[src/sorted_integer_set_macros.svh]
// ----------------------------------------------------------------------------
// Assertion macros for the sorted integer set.
// Both forms are disabled while reset is held.
// ----------------------------------------------------------------------------
`ifndef SORTED_INTEGER_SET_MACROS_SVH
`define SORTED_INTEGER_SET_MACROS_SVH

// The consequent must hold in the same cycle as the antecedent.
`define SIS_ASSERT_NOW(label, ck, rs, ante, cons) \
  label: assert property (@(posedge ck) disable iff (rs) (ante) |-> (cons)) \
    else $error("sorted_integer_set: same-cycle check failed");

// The consequent must hold in the cycle after the antecedent.
`define SIS_ASSERT_NEXT(label, ck, rs, ante, cons) \
  label: assert property (@(posedge ck) disable iff (rs) (ante) |=> (cons)) \
    else $error("sorted_integer_set: next-cycle check failed");

`endif

[src/sis_pkg.sv]
// ----------------------------------------------------------------------------
// sis_pkg
// Shared types and codes for the sorted integer set.
// ----------------------------------------------------------------------------
`default_nettype none

package sis_pkg;

  localparam int CAPACITY_DEF = 64;

  // Request codes. Code 3 is unused and acts as a query.
  localparam logic [1:0] REQ_INSERT = 2'd0;
  localparam logic [1:0] REQ_REMOVE = 2'd1;
  localparam logic [1:0] REQ_QUERY  = 2'd2;

  // Result status codes.
  localparam logic [1:0] ST_OK      = 2'd0;
  localparam logic [1:0] ST_PRESENT = 2'd1;
  localparam logic [1:0] ST_ABSENT  = 2'd2;
  localparam logic [1:0] ST_FULL    = 2'd3;

  // Commands from the controller to the datapath.
  typedef struct packed {
    logic capture;
    logic insert;
    logic remove;
    logic load;
  } sis_cmd_t;

  // Status from the datapath to the controller.
  typedef struct packed {
    logic [1:0] op;
    logic       hit;
    logic       full;
  } sis_stat_t;

endpackage

`default_nettype wire

[src/sis_ctrl.sv]
// ----------------------------------------------------------------------------
// sis_ctrl
// Controller: sequences the compare and update steps of each item and holds
// the handshake state of both channels.
// ----------------------------------------------------------------------------
`default_nettype none

module sis_ctrl (
  input  wire logic              clk,
  input  wire logic              rst,
  input  wire logic              in_valid,
  output logic                   in_ready,
  output logic                   out_valid,
  input  wire logic              out_ready,
  input  wire sis_pkg::sis_stat_t stat,
  output sis_pkg::sis_cmd_t      cmd
);
  import sis_pkg::*;

  typedef enum logic {
    IDLE,
    EXEC
  } state_t;

  state_t state;
  logic   exec_go;

  // The update waits while an earlier result is still held at the output.
  assign exec_go = (state == EXEC) && (!out_valid || out_ready);

  always_comb begin
    cmd.capture = in_valid && in_ready;
    cmd.load    = exec_go;
    cmd.insert  = exec_go && (stat.op == REQ_INSERT) && !stat.hit && !stat.full;
    cmd.remove  = exec_go && (stat.op == REQ_REMOVE) && stat.hit;
  end

  always_ff @(posedge clk) begin
    if (rst) begin
      state     <= IDLE;
      in_ready  <= 1'b1;
      out_valid <= 1'b0;
    end else begin
      case (state)
        IDLE: begin
          if (in_valid && in_ready) begin
            state    <= EXEC;
            in_ready <= 1'b0;
          end
        end
        EXEC: begin
          if (exec_go) begin
            state    <= IDLE;
            in_ready <= 1'b1;
          end
        end
        default: begin
          state    <= IDLE;
          in_ready <= 1'b1;
        end
      endcase
      if (exec_go) begin
        out_valid <= 1'b1;
      end else if (out_ready) begin
        out_valid <= 1'b0;
      end
    end
  end

endmodule

`default_nettype wire

[config.mk]
export PLATFORM = sky130hd
export DESIGN_NAME = sis_ctrl
export DESIGN_NICKNAME = d
export VERILOG_FILES = /design/src/sorted_integer_set_macros.svh /design/src/sis_pkg.sv /design/src/sis_ctrl.sv
export SDC_FILE = /design/constraint.sdc
export NUM_CORES = 1
export LEC_CHECK = 0
export ABC_AREA = 0
export BUFFER_PORTS_ARGS = -buffer_cell sky130_fd_sc_hd__buf_2
export CAP_MARGIN = 10
export CORE_AREA = 2 2 39 41
export CTS_CLUSTER_DIAMETER = 50
export DETAILED_ROUTE_END_ITERATION = 8
export DIE_AREA = 0 0 41 43
export PLACE_DENSITY = 0.45
export SYNTH_ARGS = -nofsm -noshare
export SYNTH_HDL_FRONTEND = slang
export SYNTH_SLANG_ARGS = --single-unit
[constraint.sdc]
create_clock -name clk -period 0.9 [get_ports clk]
set_input_delay 0.135 -clock clk [delete_from_list [all_inputs] [get_ports clk]]
set_output_delay 0.135 -clock clk [all_outputs]
set_load 0.05 [all_outputs]
; ---- Yosys cells after proc, flatten, opt, wreduce, memory -nomap -nowiden
; Cells that the tools add are included.
[totals]
ff_bits = 3
[op_classes]
reduce_logical = 14
n_bitwise = 1
n_mux = 8
n_eq_ne = 3
[ops]
columns = operator, n
row1 = logical AND 1 bit, 7
row2 = 2-to-1 mux 1 bit, 6
row3 = case mux 1 bit (2 select lines), 2
row4 = logical NOT 1 bit, 3
row5 = == test 2 x 1 -> 1 bit (second input constant), 1
row6 = logical NOT 2 bit, 1
row7 = inequality test 2 x 1 -> 1 bit (second input constant), 1
row8 = inequality test 2 bit (second input constant), 1
row9 = AND reduction 2 bit, 1
row10 = nonzero test 2 bit, 1
row11 = logical OR 1 bit, 1
row12 = inverter 1 bit, 1

; ---- Depth between registers and ports, before layout
[logic_depth]
ltp_word = 6
depth_mapped = 3

; ---- Worst setup path before layout
; Ideal clock, no wire load.
[synth_timing]
kind = register to output
startpoint = register out_valid
endpoint = output port cmd[1] (netlist name)
required_ns = 0.765
path_buffers = 0
stages_incl_launch_ff = 3
path_slack_ns = -0.800
arrival_time_ns = 1.565
path_cell_list = dfxtp_1 -> nand2b_4 -> nor4b_2
[synth_lines]
columns = item, line
row1 = from (decl), sis_ctrl.sv:13  ; output logic out_valid,
row2 = from (signal assigned), sis_ctrl.sv:42  ; out_valid <= 1'b0;
row3 = from (signal assigned), sis_ctrl.sv:63  ; out_valid <= 1'b1;
row4 = from (signal assigned), sis_ctrl.sv:65  ; out_valid <= 1'b0;
row5 = to (decl), sis_ctrl.sv:16  ; output sis_pkg::sis_cmd_t cmd

==> run metrics <==
outcome=complete, but fails checks; failing checks=negative setup slack; Post-Syn Area=165 um2; post-synth top area cell=dfxtp_1; Crit Path Class=reg2out; cts hold-fix bufs=0; routability cong.=0.627; chip width=41 um; Max Cap Viol=0; area delta synth->final=138%; # setup viols final=5; Crit. End Element=output pin; Crit path required time=between 0.7 and 0.8 ns; RSZ-0062 raised after global routing=true; number of synthesized register bits=3; cell count after synthesis=17; power per cell area=around 1600 mW/mm2; Clock Skew=about 0.0025 ns; initial antenna violation count=0; Min-Delay Endpoint=out_valid$_SDFFE_PP0P_; commonest non-fill, non-tap cell in the layout=buf_2; Detailed Place HPWL=336 um; Initial Util=0.119; largest family of logic cells by synthesized area=simple AND/OR/NAND/NOR gates; drt pass-1 iters=1; die area=0.00176 mm2; CTS tree=yes; setup_tns=-0.993 ns; Die H=roughly 43 um; post-synthesis compound-gate area fraction=0.167; top cell type's share of synthesized area=0.364; worst-margin pin slew=slightly above 0.2 ns; Worst slew margin=0.865; largest net degree at the start of global routing=5; Final Util=0.284; CTS HTree Levels=1; Reg-to-Reg Start=out_valid$_SDFFE_PP0P_; LEAKAGE=~0.18 nW; final antenna-violating net count=0; commonest cells after routing, fill and taps aside=7 x buf_2, 4 x buf_8, 4 x buf_6; CTS max path bufs=2; simple-gate share of the synthesized area=0.402; synth warn=0; Synth Area in XOR/XNOR=0; Seq/Total Area, Yosys=0.364; fin worst setup slack=-0.326 ns; total congestion overflow=0; post-synthesis cell type count=13; post-synthesis adder-cell area fraction=0; Tcrit/Tclk final=1.36; fraction of synthesized area in multiplexers=0; nets=46; worst hold path depth=2; Peak supply drop=between 0.0005 and 0.0006 V; Final Cell Area=393 um2; Inserted Diodes=0; Pins Over Slew Limit=0; RR Endpoint=in_ready$_SDFFE_PP1P_; first-pass GRT wire length=roughly 800 um; vias in the first global route=194; clk_lat worst skew=between 0.2 and 0.25 ns; syn nets=25; CP max FO=4; IO buf count=13; Final Hold Viols=0; # rows=14; CTS root buffer=clkbuf_4; Startpoint Class=flip-flop; Worst Reg-to-Reg Cells=3; Ports=14; share of layout cells above drive strength 1=0.811; DP Area=between 200 and 300 um2; wire length per cell=9.28 um; CTS Sinks=3; Worst Hold Launch=rst; CTS Buf Count=3; Tot GR Track Use=0.0741; Synth area leaders=dfxtp_1 36%, nor4b_2 9.1%, nand2b_4 8.3%; FF-to-FF setup slack=-0.09 ns; Avg Cell Area, Syn=about 9.7 um2; post-DR vias/cell=~3.9; vias=205; Worst EP arrival=between 1 and 1.5 ns; f_max=about 0.82 GHz; clock-pin slew on the worst setup and hold paths=around 0.040 ns; Tightest Hold Check Type=in2reg; Core Box Area=roughly 0.0014 mm2; Final Routed Wirelength=slightly below 500 um; DRC Markers=0; Final Critical Period=roughly 1.2 ns; DRT iter0 DRCs=0
## worst max-delay path by stage
stage / startpoint / endpoint / slack [ns] / cells after the start
floorplan: out_valid$_SDFFE_PP0P_ / cmd[1] / -0.32 / 2
global placement: state$_SDFF_PP0_ / cmd[1] / -0.17 / 3
detailed placement: state$_SDFF_PP0_ / cmd[1] / -0.18 / 3
CTS: state$_SDFF_PP0_ / cmd[1] / -0.34 / 3
global route: state$_SDFF_PP0_ / cmd[1] / -0.39 / 3
finish: state$_SDFF_PP0_ / cmd[1] / -0.33 / 3
## cells by family after synthesis
family	count (synthesis)
and+or+nand+nor	8
AOI/OAI and AO/OA	4
DFF	3
buffers and inverters	2
## report_power, final
part	internal (mW)	switching (mW)	leakage, nW
combinational	0.115	0.115	0.139
sequential	0.148	0.0159	0.0262
clock	0.166	0.0723	0.0150
## synth_stat cells
cell type	count
nand2b_4	1
nand2_1	1
and2_1	2
a211oi_1	1
nor3_1	1
dfxtp_1	3
nand2b_1	1
nor4b_2	1
inv_1	1
buf_4	1
and4b_1	1
a221o_1	1
a21oi_1	2
## stage by stage
stage	hold WS, ns	total power [mW]	setup WS [ns]	cells
2_1_floorplan	0.194	0.284	-0.317	17
3_3_place_gp	0.324	0.331	-0.168	48
3_5_place_dp	0.331	0.332	-0.179	48
4_1_cts	0.0778	0.634	-0.345	53
5_1_grt	0.0948	0.681	-0.385	53
6_report	0.0867	0.632	-0.326	53
## worst max-delay path, stage by stage, from the launching register on
cell	delay (ns)
dfxtp_4	0.36
inv_2	0.05
nor4b_4	0.25
buf_6	0.19
## metal layers
| layer | vias to the layer above | GRT usage | part of all wire |
|---|---|---|---|
| met5 | - | 0 | 0 |
| met4 | 0 | 0.0800 | 0 |
| met3 | 0 | 0.0314 | 0.13 |
| met2 | 15 | 0.0906 | 0.46 |
| met1 | 89 | 0.0863 | 0.41 |
| li1 | 101 | - | - |
## final cells by class
class	instances	area [um2]
clock buffer	4	26.3
tap	16	20.0
fill	155	991
multi-input combinational	12	116
timing repair buffer	17	155
inverter	1	3.75
sequential	3	71.3
## flip-flops by register name, indices dropped and copies added, names as in the netlist
name and flops:
in_ready 1, out_valid 1, state 1
## repair_timing
item,CTS,global route
gates resized for setup,17,5
cloned,0,0
hold endpoints to repair,0,0
pin swaps,0,1
setup endpoints to repair,7,8
buffers inserted,1,1
Note: power is estimated with default switching activity, not from simulation.
